[src/hw/rtl/sorm_pkg.sv]
// shared types, constants and codes for the single-owner memory port
package sorm_pkg;

    localparam int LINE_WORDS      = 4;
    localparam int ADDR_BITS       = 20;
    localparam int WORD_BITS       = 32;
    localparam int OFFSET_BITS     = $clog2(LINE_WORDS);
    localparam int RAW_ADDR_BITS   = 32;
    localparam int MAG_BITS        = RAW_ADDR_BITS - OFFSET_BITS;
    localparam int STEP_BITS       = $clog2(MAG_BITS);
    localparam int LINE_COUNT_BITS = 19;
    localparam int MAX_LINES       = 2 ** (ADDR_BITS - OFFSET_BITS);
    localparam int LINE_BASE_BITS  = 20;
    localparam int ACTION_BITS     = 2;
    localparam int STAGE_BITS      = 3;
    localparam int KIND_BITS       = 2;

    localparam logic [LINE_COUNT_BITS-1:0] LINE_COUNT_RESET = LINE_COUNT_BITS'(256);

    // request actions
    localparam logic [ACTION_BITS-1:0] ACT_LOAD   = 2'd0;
    localparam logic [ACTION_BITS-1:0] ACT_STORE  = 2'd1;
    localparam logic [ACTION_BITS-1:0] ACT_CANCEL = 2'd2;

    // kind of request held by the owner
    localparam logic [KIND_BITS-1:0] KIND_NONE  = 2'd0;
    localparam logic [KIND_BITS-1:0] KIND_LOAD  = 2'd1;
    localparam logic [KIND_BITS-1:0] KIND_STORE = 2'd2;

    typedef logic signed [WORD_BITS-1:0] word_t;

    typedef struct packed {
        logic [ACTION_BITS-1:0]        action;
        logic [STAGE_BITS-1:0]         requester;
        logic signed [RAW_ADDR_BITS-1:0] address;
        word_t                         store_value;
        logic                          read_ready;
        logic                          write_ready;
        word_t [LINE_WORDS-1:0]        line_word;
    } item_t;

    typedef struct packed {
        logic                          must_wait;
        word_t                         load_value;
        logic [STAGE_BITS-1:0]         owner_stage;
        logic                          mem_read;
        logic                          mem_write;
        logic                          mem_abort;
        logic [LINE_BASE_BITS-1:0]     line_base;
        word_t [LINE_WORDS-1:0]        write_word;
    } result_t;

endpackage

[src/hw/rtl/sorm_wrap.sv]
// iterative address wrap unit: floor modulo of a signed word address by the memory size
module sorm_wrap
    import sorm_pkg::*;
(
    input  logic                            clk,
    input  logic                            rst_n,
    input  logic                            start,
    input  logic signed [RAW_ADDR_BITS-1:0] address,
    input  logic [LINE_COUNT_BITS-1:0]      line_count,
    output logic                            done,
    output logic [ADDR_BITS-1:0]            norm
);

    typedef enum logic [2:0] {
        W_IDLE = 3'b001,
        W_ITER = 3'b010,
        W_FOLD = 3'b100
    } wrap_state_t;

    wrap_state_t                 state_reg, state_next;
    logic [STEP_BITS-1:0]        step_reg, step_next;
    logic                        done_reg, done_next;
    logic [LINE_COUNT_BITS-1:0]  lines_reg, lines_next;
    logic [MAG_BITS-1:0]         mag_reg, mag_next;
    logic [LINE_COUNT_BITS-1:0]  rem_reg, rem_next;
    logic                        neg_reg, neg_next;
    logic [OFFSET_BITS-1:0]      low_reg, low_next;

    logic [LINE_COUNT_BITS:0]    trial;
    logic [LINE_COUNT_BITS-1:0]  lines_clamped;
    logic [MAG_BITS-1:0]         quarter;

    always_comb
    begin
        if (line_count == '0)
        begin
            lines_clamped = LINE_COUNT_BITS'(1);
        end
        else if (line_count > LINE_COUNT_BITS'(MAX_LINES))
        begin
            lines_clamped = LINE_COUNT_BITS'(MAX_LINES);
        end
        else
        begin
            lines_clamped = line_count;
        end
    end

    // word address = line index * LINE_WORDS + low bits, so only the high part needs a modulo
    assign quarter = address[RAW_ADDR_BITS-1:OFFSET_BITS];
    assign trial   = {rem_reg, mag_reg[MAG_BITS-1]};

    always_comb
    begin
        state_next = state_reg;
        step_next  = step_reg;
        done_next  = 1'b0;
        lines_next = lines_reg;
        mag_next   = mag_reg;
        rem_next   = rem_reg;
        neg_next   = neg_reg;
        low_next   = low_reg;
        unique case (state_reg)
            W_IDLE:
            begin
                if (start)
                begin
                    lines_next = lines_clamped;
                    neg_next   = address[RAW_ADDR_BITS-1];
                    mag_next   = address[RAW_ADDR_BITS-1] ? (~quarter + MAG_BITS'(1)) : quarter;
                    low_next   = address[OFFSET_BITS-1:0];
                    rem_next   = '0;
                    step_next  = '0;
                    state_next = W_ITER;
                end
            end
            W_ITER:
            begin
                // one restoring remainder step per cycle
                if (trial >= {1'b0, lines_reg})
                begin
                    rem_next = LINE_COUNT_BITS'(trial - {1'b0, lines_reg});
                end
                else
                begin
                    rem_next = trial[LINE_COUNT_BITS-1:0];
                end
                mag_next  = {mag_reg[MAG_BITS-2:0], 1'b0};
                step_next = step_reg + STEP_BITS'(1);
                if (step_reg == STEP_BITS'(MAG_BITS - 1))
                begin
                    state_next = W_FOLD;
                end
            end
            W_FOLD:
            begin
                // negative address with nonzero remainder folds up
                if (neg_reg && (rem_reg != '0))
                begin
                    rem_next = lines_reg - rem_reg;
                end
                done_next  = 1'b1;
                state_next = W_IDLE;
            end
            default:
            begin
                state_next = W_IDLE;
            end
        endcase
    end

    always_ff @(posedge clk or negedge rst_n)
    begin
        if (!rst_n)
        begin
            state_reg <= W_IDLE;
            step_reg  <= '0;
            done_reg  <= 1'b0;
        end
        else
        begin
            state_reg <= state_next;
            step_reg  <= step_next;
            done_reg  <= done_next;
        end
    end

    always_ff @(posedge clk)
    begin
        lines_reg <= lines_next;
        mag_reg   <= mag_next;
        rem_reg   <= rem_next;
        neg_reg   <= neg_next;
        low_reg   <= low_next;
    end

    assign done = done_reg;
    assign norm = {rem_reg[ADDR_BITS-OFFSET_BITS-1:0], low_reg};

endmodule

[src/hw/rtl/sorm_port.sv]
// ownership tracking and load / store read-merge-write sequencing
module sorm_port
    import sorm_pkg::*;
(
    input  logic                 clk,
    input  logic                 rst_n,
    input  logic                 commit,
    input  item_t                item,
    input  logic [ADDR_BITS-1:0] norm,
    output result_t              res
);

    logic [KIND_BITS-1:0]   kind_reg, kind_next;
    logic [STAGE_BITS-1:0]  owner_reg, owner_next;
    logic [ADDR_BITS-1:0]   held_addr_reg, held_addr_next;
    word_t                  held_word_reg, held_word_next;
    logic                   phase_reg, phase_next;
    word_t [LINE_WORDS-1:0] merged_reg, merged_next;

    always_comb
    begin
        logic [KIND_BITS-1:0]      want_kind;
        logic [OFFSET_BITS-1:0]    offset;
        logic [LINE_BASE_BITS-1:0] base;
        logic                      do_write;

        kind_next      = kind_reg;
        owner_next     = owner_reg;
        held_addr_next = held_addr_reg;
        held_word_next = held_word_reg;
        phase_next     = phase_reg;
        merged_next    = merged_reg;
        res            = '0;
        res.owner_stage = owner_reg;
        want_kind      = (item.action == ACT_LOAD) ? KIND_LOAD : KIND_STORE;
        offset         = '0;
        base           = '0;
        do_write       = 1'b0;

        case (item.action) inside
            ACT_CANCEL:
            begin
                if ((kind_reg != KIND_NONE) && (owner_reg == item.requester))
                begin
                    res.mem_abort   = 1'b1;
                    res.owner_stage = '0;
                    kind_next       = KIND_NONE;
                    owner_next      = '0;
                    held_addr_next  = '0;
                    held_word_next  = '0;
                    phase_next      = 1'b0;
                end
            end
            ACT_LOAD, ACT_STORE:
            begin
                // an idle port is claimed by the first request
                if (kind_reg == KIND_NONE)
                begin
                    kind_next      = want_kind;
                    owner_next     = item.requester;
                    held_addr_next = norm;
                    held_word_next = item.store_value;
                    phase_next     = 1'b0;
                end
                offset = held_addr_next[OFFSET_BITS-1:0];
                base   = LINE_BASE_BITS'({held_addr_next[ADDR_BITS-1:OFFSET_BITS],
                                          {OFFSET_BITS{1'b0}}});
                if ((owner_next != item.requester) || (held_addr_next != norm) ||
                    (kind_next != want_kind))
                begin
                    res.must_wait   = 1'b1;
                    res.owner_stage = owner_next;
                end
                else if (kind_next == KIND_LOAD)
                begin
                    res.mem_read  = 1'b1;
                    res.line_base = base;
                    if (!item.read_ready)
                    begin
                        res.must_wait   = 1'b1;
                        res.owner_stage = owner_next;
                    end
                    else
                    begin
                        res.load_value  = item.line_word[offset];
                        res.owner_stage = '0;
                        kind_next       = KIND_NONE;
                        owner_next      = '0;
                        held_addr_next  = '0;
                        held_word_next  = '0;
                        phase_next      = 1'b0;
                    end
                end
                else
                begin
                    do_write = 1'b1;
                    if (!phase_next)
                    begin
                        res.mem_read  = 1'b1;
                        res.line_base = base;
                        if (!item.read_ready)
                        begin
                            res.must_wait   = 1'b1;
                            res.owner_stage = owner_next;
                            do_write        = 1'b0;
                        end
                        else
                        begin
                            merged_next         = item.line_word;
                            merged_next[offset] = held_word_next;
                            phase_next          = 1'b1;
                        end
                    end
                    if (do_write)
                    begin
                        res.mem_write  = 1'b1;
                        res.line_base  = base;
                        res.write_word = merged_next;
                        if (!item.write_ready)
                        begin
                            res.must_wait   = 1'b1;
                            res.owner_stage = owner_next;
                        end
                        else
                        begin
                            res.owner_stage = '0;
                            kind_next       = KIND_NONE;
                            owner_next      = '0;
                            held_addr_next  = '0;
                            held_word_next  = '0;
                            phase_next      = 1'b0;
                        end
                    end
                end
            end
            default:
            begin
                res.owner_stage = owner_reg;
            end
        endcase
    end

    always_ff @(posedge clk or negedge rst_n)
    begin
        if (!rst_n)
        begin
            kind_reg      <= KIND_NONE;
            owner_reg     <= '0;
            held_addr_reg <= '0;
            held_word_reg <= '0;
            phase_reg     <= 1'b0;
        end
        else if (commit)
        begin
            kind_reg      <= kind_next;
            owner_reg     <= owner_next;
            held_addr_reg <= held_addr_next;
            held_word_reg <= held_word_next;
            phase_reg     <= phase_next;
        end
    end

    always_ff @(posedge clk)
    begin
        if (commit)
        begin
            merged_reg <= merged_next;
        end
    end

endmodule

[src/hw/rtl/single_owner_rmw_memory_port.sv]
// top level of the single-owner read-modify-write memory port
//
// input channel: one request beat (action, requester, address, store_value,
//   memory ready flags and the returned line) moves on in_valid && !in_stall
// output channel: one result beat per request (wait flag, loaded word, owner,
//   memory commands, line base and merged line) moves on out_valid && !out_stall
// config channel: line_count is written on cfg_valid && cfg_ready, only while idle
// load and store beats wrap their address through a shared restoring remainder
//   unit, one quotient bit per cycle over the 30 line-index bits, plus a fold
//   step; the result is loaded once the unit is done and the output register is
//   free, and the next beat is accepted only after that load
// cancel and unused actions skip the remainder unit and go straight to the
//   done state
// one beat is in work at a time; in_stall is high from accept until the result
//   is loaded into the output register
// a result waiting on a stalled receiver does not block the next accept; the
//   finished beat after it holds until the output register frees
// reset frees the port, clears out_valid and sets line_count to 256
module single_owner_rmw_memory_port
    import sorm_pkg::*;
(
    input  logic                            clk,
    input  logic                            rst_n,
    // request channel
    input  logic                            in_valid,
    output logic                            in_stall,
    input  logic [ACTION_BITS-1:0]          action,
    input  logic [STAGE_BITS-1:0]           requester,
    input  logic signed [RAW_ADDR_BITS-1:0] address,
    input  logic signed [WORD_BITS-1:0]     store_value,
    input  logic                            read_ready,
    input  logic                            write_ready,
    input  logic signed [WORD_BITS-1:0]     line_word0,
    input  logic signed [WORD_BITS-1:0]     line_word1,
    input  logic signed [WORD_BITS-1:0]     line_word2,
    input  logic signed [WORD_BITS-1:0]     line_word3,
    // result channel
    output logic                            out_valid,
    input  logic                            out_stall,
    output logic                            must_wait,
    output logic signed [WORD_BITS-1:0]     load_value,
    output logic [STAGE_BITS-1:0]           owner_stage,
    output logic                            mem_read,
    output logic                            mem_write,
    output logic                            mem_abort,
    output logic [LINE_BASE_BITS-1:0]       line_base,
    output logic signed [WORD_BITS-1:0]     write_word0,
    output logic signed [WORD_BITS-1:0]     write_word1,
    output logic signed [WORD_BITS-1:0]     write_word2,
    output logic signed [WORD_BITS-1:0]     write_word3,
    // configuration channel
    input  logic                            cfg_valid,
    output logic                            cfg_ready,
    input  logic [LINE_COUNT_BITS-1:0]      line_count
);

    typedef enum logic [2:0] {
        S_IDLE = 3'b001,
        S_WRAP = 3'b010,
        S_DONE = 3'b100
    } top_state_t;

    top_state_t                 state_reg, state_next;
    logic [LINE_COUNT_BITS-1:0] line_count_reg;
    item_t                      item_reg;
    result_t                    out_reg;
    logic                       out_valid_reg, out_valid_next;

    item_t                      item_in;
    result_t                    step_res;
    logic                       in_accept;
    logic                       wrap_start;
    logic                       wrap_done;
    logic [ADDR_BITS-1:0]       wrap_norm;
    logic                       out_free;
    logic                       commit;

    assign item_in.action       = action;
    assign item_in.requester    = requester;
    assign item_in.address      = address;
    assign item_in.store_value  = store_value;
    assign item_in.read_ready   = read_ready;
    assign item_in.write_ready  = write_ready;
    assign item_in.line_word[0] = line_word0;
    assign item_in.line_word[1] = line_word1;
    assign item_in.line_word[2] = line_word2;
    assign item_in.line_word[3] = line_word3;

    assign in_stall  = (state_reg != S_IDLE);
    assign in_accept = in_valid && !in_stall;
    assign cfg_ready = (state_reg == S_IDLE);

    // only load and store beats need a wrapped address
    assign wrap_start = in_accept && ((action == ACT_LOAD) || (action == ACT_STORE));

    // output register takes a new beat when empty or draining this cycle
    assign out_free = !out_valid_reg || !out_stall;
    assign commit   = (state_reg == S_DONE) && out_free;

    always_comb
    begin
        state_next     = state_reg;
        out_valid_next = out_valid_reg && out_stall;
        unique case (state_reg)
            S_IDLE:
            begin
                if (wrap_start)
                begin
                    state_next = S_WRAP;
                end
                else if (in_accept)
                begin
                    state_next = S_DONE;
                end
            end
            S_WRAP:
            begin
                if (wrap_done)
                begin
                    state_next = S_DONE;
                end
            end
            S_DONE:
            begin
                if (out_free)
                begin
                    out_valid_next = 1'b1;
                    state_next     = S_IDLE;
                end
            end
            default:
            begin
                state_next = S_IDLE;
            end
        endcase
    end

    always_ff @(posedge clk or negedge rst_n)
    begin
        if (!rst_n)
        begin
            state_reg      <= S_IDLE;
            out_valid_reg  <= 1'b0;
            line_count_reg <= LINE_COUNT_RESET;
        end
        else
        begin
            state_reg     <= state_next;
            out_valid_reg <= out_valid_next;
            if (cfg_valid && cfg_ready)
            begin
                line_count_reg <= line_count;
            end
        end
    end

    // request payload is captured at accept, result payload at commit
    always_ff @(posedge clk)
    begin
        if (in_accept)
        begin
            item_reg <= item_in;
        end
        if (commit)
        begin
            out_reg <= step_res;
        end
    end

    sorm_wrap u_wrap (
        .clk        (clk),
        .rst_n      (rst_n),
        .start      (wrap_start),
        .address    (address),
        .line_count (line_count_reg),
        .done       (wrap_done),
        .norm       (wrap_norm)
    );

    sorm_port u_port (
        .clk    (clk),
        .rst_n  (rst_n),
        .commit (commit),
        .item   (item_reg),
        .norm   (wrap_norm),
        .res    (step_res)
    );

    assign out_valid   = out_valid_reg;
    assign must_wait   = out_reg.must_wait;
    assign load_value  = out_reg.load_value;
    assign owner_stage = out_reg.owner_stage;
    assign mem_read    = out_reg.mem_read;
    assign mem_write   = out_reg.mem_write;
    assign mem_abort   = out_reg.mem_abort;
    assign line_base   = out_reg.line_base;
    assign write_word0 = out_reg.write_word[0];
    assign write_word1 = out_reg.write_word[1];
    assign write_word2 = out_reg.write_word[2];
    assign write_word3 = out_reg.write_word[3];

`ifndef ASSERT_OFF
    // a result never overwrites one the receiver has not taken
    a_commit_free: assert property (@(posedge clk) disable iff (!rst_n)
        commit |-> !(out_valid_reg && out_stall))
        else $error("result committed over a stalled beat");

    // the remainder unit only finishes while the sequencer waits for it
    a_wrap_owned: assert property (@(posedge clk) disable iff (!rst_n)
        wrap_done |-> (state_reg == S_WRAP))
        else $error("wrap unit finished outside the wrap state");

    // an abort never travels with a line access
    a_abort_alone: assert property (@(posedge clk) disable iff (!rst_n)
        out_valid_reg |-> !(out_reg.mem_abort && (out_reg.mem_read || out_reg.mem_write)))
        else $error("abort issued together with a line access");

    // line base is zero unless a line read or write goes out
    a_base_quiet: assert property (@(posedge clk) disable iff (!rst_n)
        (out_valid_reg && !out_reg.mem_read && !out_reg.mem_write) |-> (out_reg.line_base == '0))
        else $error("line base set without a line access");
`endif

endmodule
[config.mk]
export PLATFORM = sky130hd
export DESIGN_NAME = single_owner_rmw_memory_port
export DESIGN_NICKNAME = d
export VERILOG_FILES = /design/src/hw/rtl/sorm_pkg.sv /design/src/hw/rtl/sorm_wrap.sv /design/src/hw/rtl/sorm_port.sv /design/src/hw/rtl/single_owner_rmw_memory_port.sv
export SDC_FILE = /design/constraint.sdc
export NUM_CORES = 1
export LEC_CHECK = 0
export BUFFER_PORTS_ARGS = -buffer_cell sky130_fd_sc_hd__buf_4
export CAP_MARGIN = 25
export CORE_MARGIN = 10
export CORE_UTILIZATION = 45
export DETAILED_ROUTE_END_ITERATION = 7
export GPL_TIMING_DRIVEN = 0
export PLACE_DENSITY = 0.64
export SLEW_MARGIN = 10
export SYNTH_ARGS = -nofsm -noshare
export SYNTH_HDL_FRONTEND = slang
export SYNTH_HIERARCHICAL = 1
export SYNTH_SLANG_ARGS = --single-unit
[constraint.sdc]
create_clock -name clk -period 19 [get_ports clk]
set_input_delay 0.95 -clock clk [delete_from_list [all_inputs] [get_ports clk]]
set_output_delay 0.95 -clock clk [all_outputs]
set_load 0.02 [all_outputs]
==> flow_summary.ini <==
[yosys]
yosysWarningCount = 6
syn_area_per_cell_sq_um = 13.05
syn_inst = 2255
syn_area_sq_um = 29430

[setup_path]
crit_type = flop to flop
cp-startpoint = state_reg[0]
end_kind = flop
arrival_ps = 4550
required_ps = 19300
r2r-start = state_reg[0]
critPathMaxFanout = 43
startpoint_type = flop

[global_routing]
antenna_found_initial = 19
grt_pass1_vias = 21080
overflow = 0
grt_max_degree = 91
grt_pass1_wl_mm = 136.0
gr-usage-all-layers_pct = 23.94

[cells_and_area]
largest_reg_flops = 167
fin_util_pct = 56.65
design_area_sq_um = 36590
drive_above_1_share_pct = 24.12
multi_input_area_sq_um = 9649
finalNetCount = 3028
nFillCells = 5308
syn_to_final_growth_pct = 24.30
regArea_sq_um = 18860

[routing]
drc = 0
wirelength_mm = 93.41
avgViaCountPerCell = 5.639
vias = 20780
detail-route-antenna-nets = 0
drt-initial-drc-count = 1982
dr.pass1.iters = 5
drt-wirelength-per-cell_um = 25.35

[die]
die_h_um = 275.8
io_pins = 413
start_util_pct = 45.58
core_sq_um = 64580
dieArea_sq_um = 76040
die_x_um = 275.8
rows = 93

[placed_design]
gp_congestion = 0.9015
hpwl_mm = 69.59
dpl_cell_area_sq_um = 34080
numPortBuffers = 412

[clock_tree]
cts_setup_buffers = 0
clkLatencyLatePin_ps = 620
cts.sinks = 643
htreeDepth = 3
cts_tree = done
hold_buffers = 0
cts_buffers = 72
clock-root-buffer = clkbuf_16
cts_max_path_buffers = 3
cts_resized = 0
path_clk_slew_ps = 60

[outcome]
status = completed

[sta]
setup_violations = 0
maxSlewHeadroom_pct = 30.18
rsz0062_at_grt = no
max_freq_mhz = 235.2
finalCritPeriodShare_pct = 22.37
drv_slew = 0
worst_pin_slew_ps = 1045
whs_ps = 246.9
clock_skew_ps = 27.10
hold_violations = 0
fin_crit_ps = 4251

[pwr]
leakagePower_nw = 14.24
power.density_nw_per_um2 = 144.4
ir_drop_mv = 0.07530

[min_path]
hold_class = input port to async pin

[job]
maxCapViolations = 0
critical path: stages, from the launching register on:
cell and delay [ps]:
dfstp_2 600, nor3b_4 380, and2_4 620, buf_16 290, nor2b_1 200, nand4b_1 180
inv_1 750, nor2_1 290, inv_1 370, buf_16 220
per-layer routing:
metal	vias up	track usage (%)	share of wire [%]	wire, um
met2	928	38.23	47	44040
met5	-	0	0.16	145
met1	10320	30.53	40	36980
li1	9369	-	-	-
met3	146	7.607	10	9691
met4	22	8.081	2.7	2551
cells in the final DEF, fill, tap and decap left out, drive strengths merged, types with 20 or more instances in the layout:
cell type and instances:
a21o 108, ha 40, o22ai 21, nor2b 183, a21oi 92, edfxtp 553, clkbuf 187, xnor2 24
dfrtp 87, nor2 174, nand2 169, o21ai 129, mux2 20, mux4 32, clkinv 21, a22o 21
inv 63, a211oi 99, mux2i 52, buf 492, xor2 48
path summary, 6_finish.rpt:
check / slack (ps) / cells past startpoint / endpoint
worst min register to register: 480 / 2 / u_port/held_word_reg[31]
worst max-delay path: 14750 / 9 / u_wrap/mag_reg[19]
max in group asynchronous: 18030 / 2 / state_reg[0]
min in group clk: 480 / 2 / u_port/held_word_reg[31]
worst max register to register: 14750 / 9 / u_wrap/mag_reg[19]
worst min-delay path: 250 / 1 / u_port/held_word_reg[18]
power by group:
group	total [W]	switching, W	internal, W
Combinational	0.00184	0.00114	0.000696
Sequential	0.00201	0.000143	0.00187
Clock	0.00143	0.000578	0.000850
Total	0.00528	0.00187	0.00342
final cells by class:
cell class                      instances  area share [%]
Clock inverter                         31          0.9644
Buffer                                143           1.973
Clock buffer                          103           5.691
Timing Repair Buffer                  433           9.846
Antenna cell                            7         0.04788
Sequential cell                       643           51.55
Multi-Input combinational cell       1409           26.37
Inverter                               61          0.6258
Tap cell                              855           2.924
through the flow:
step	TNS, ps	std cells	power, W	worst slack [ps]
floorplan	0	2256	0.003200	1783
global placement	-924250	3523	0.003821	-7239
detailed placement	0	3542	0.003856	14220
CTS	0	3676	0.005296	14190
global route	0	3684	0.005535	14430
finish	0	3685	0.005282	14750
Note: power is estimated with default switching activity, not from simulation.
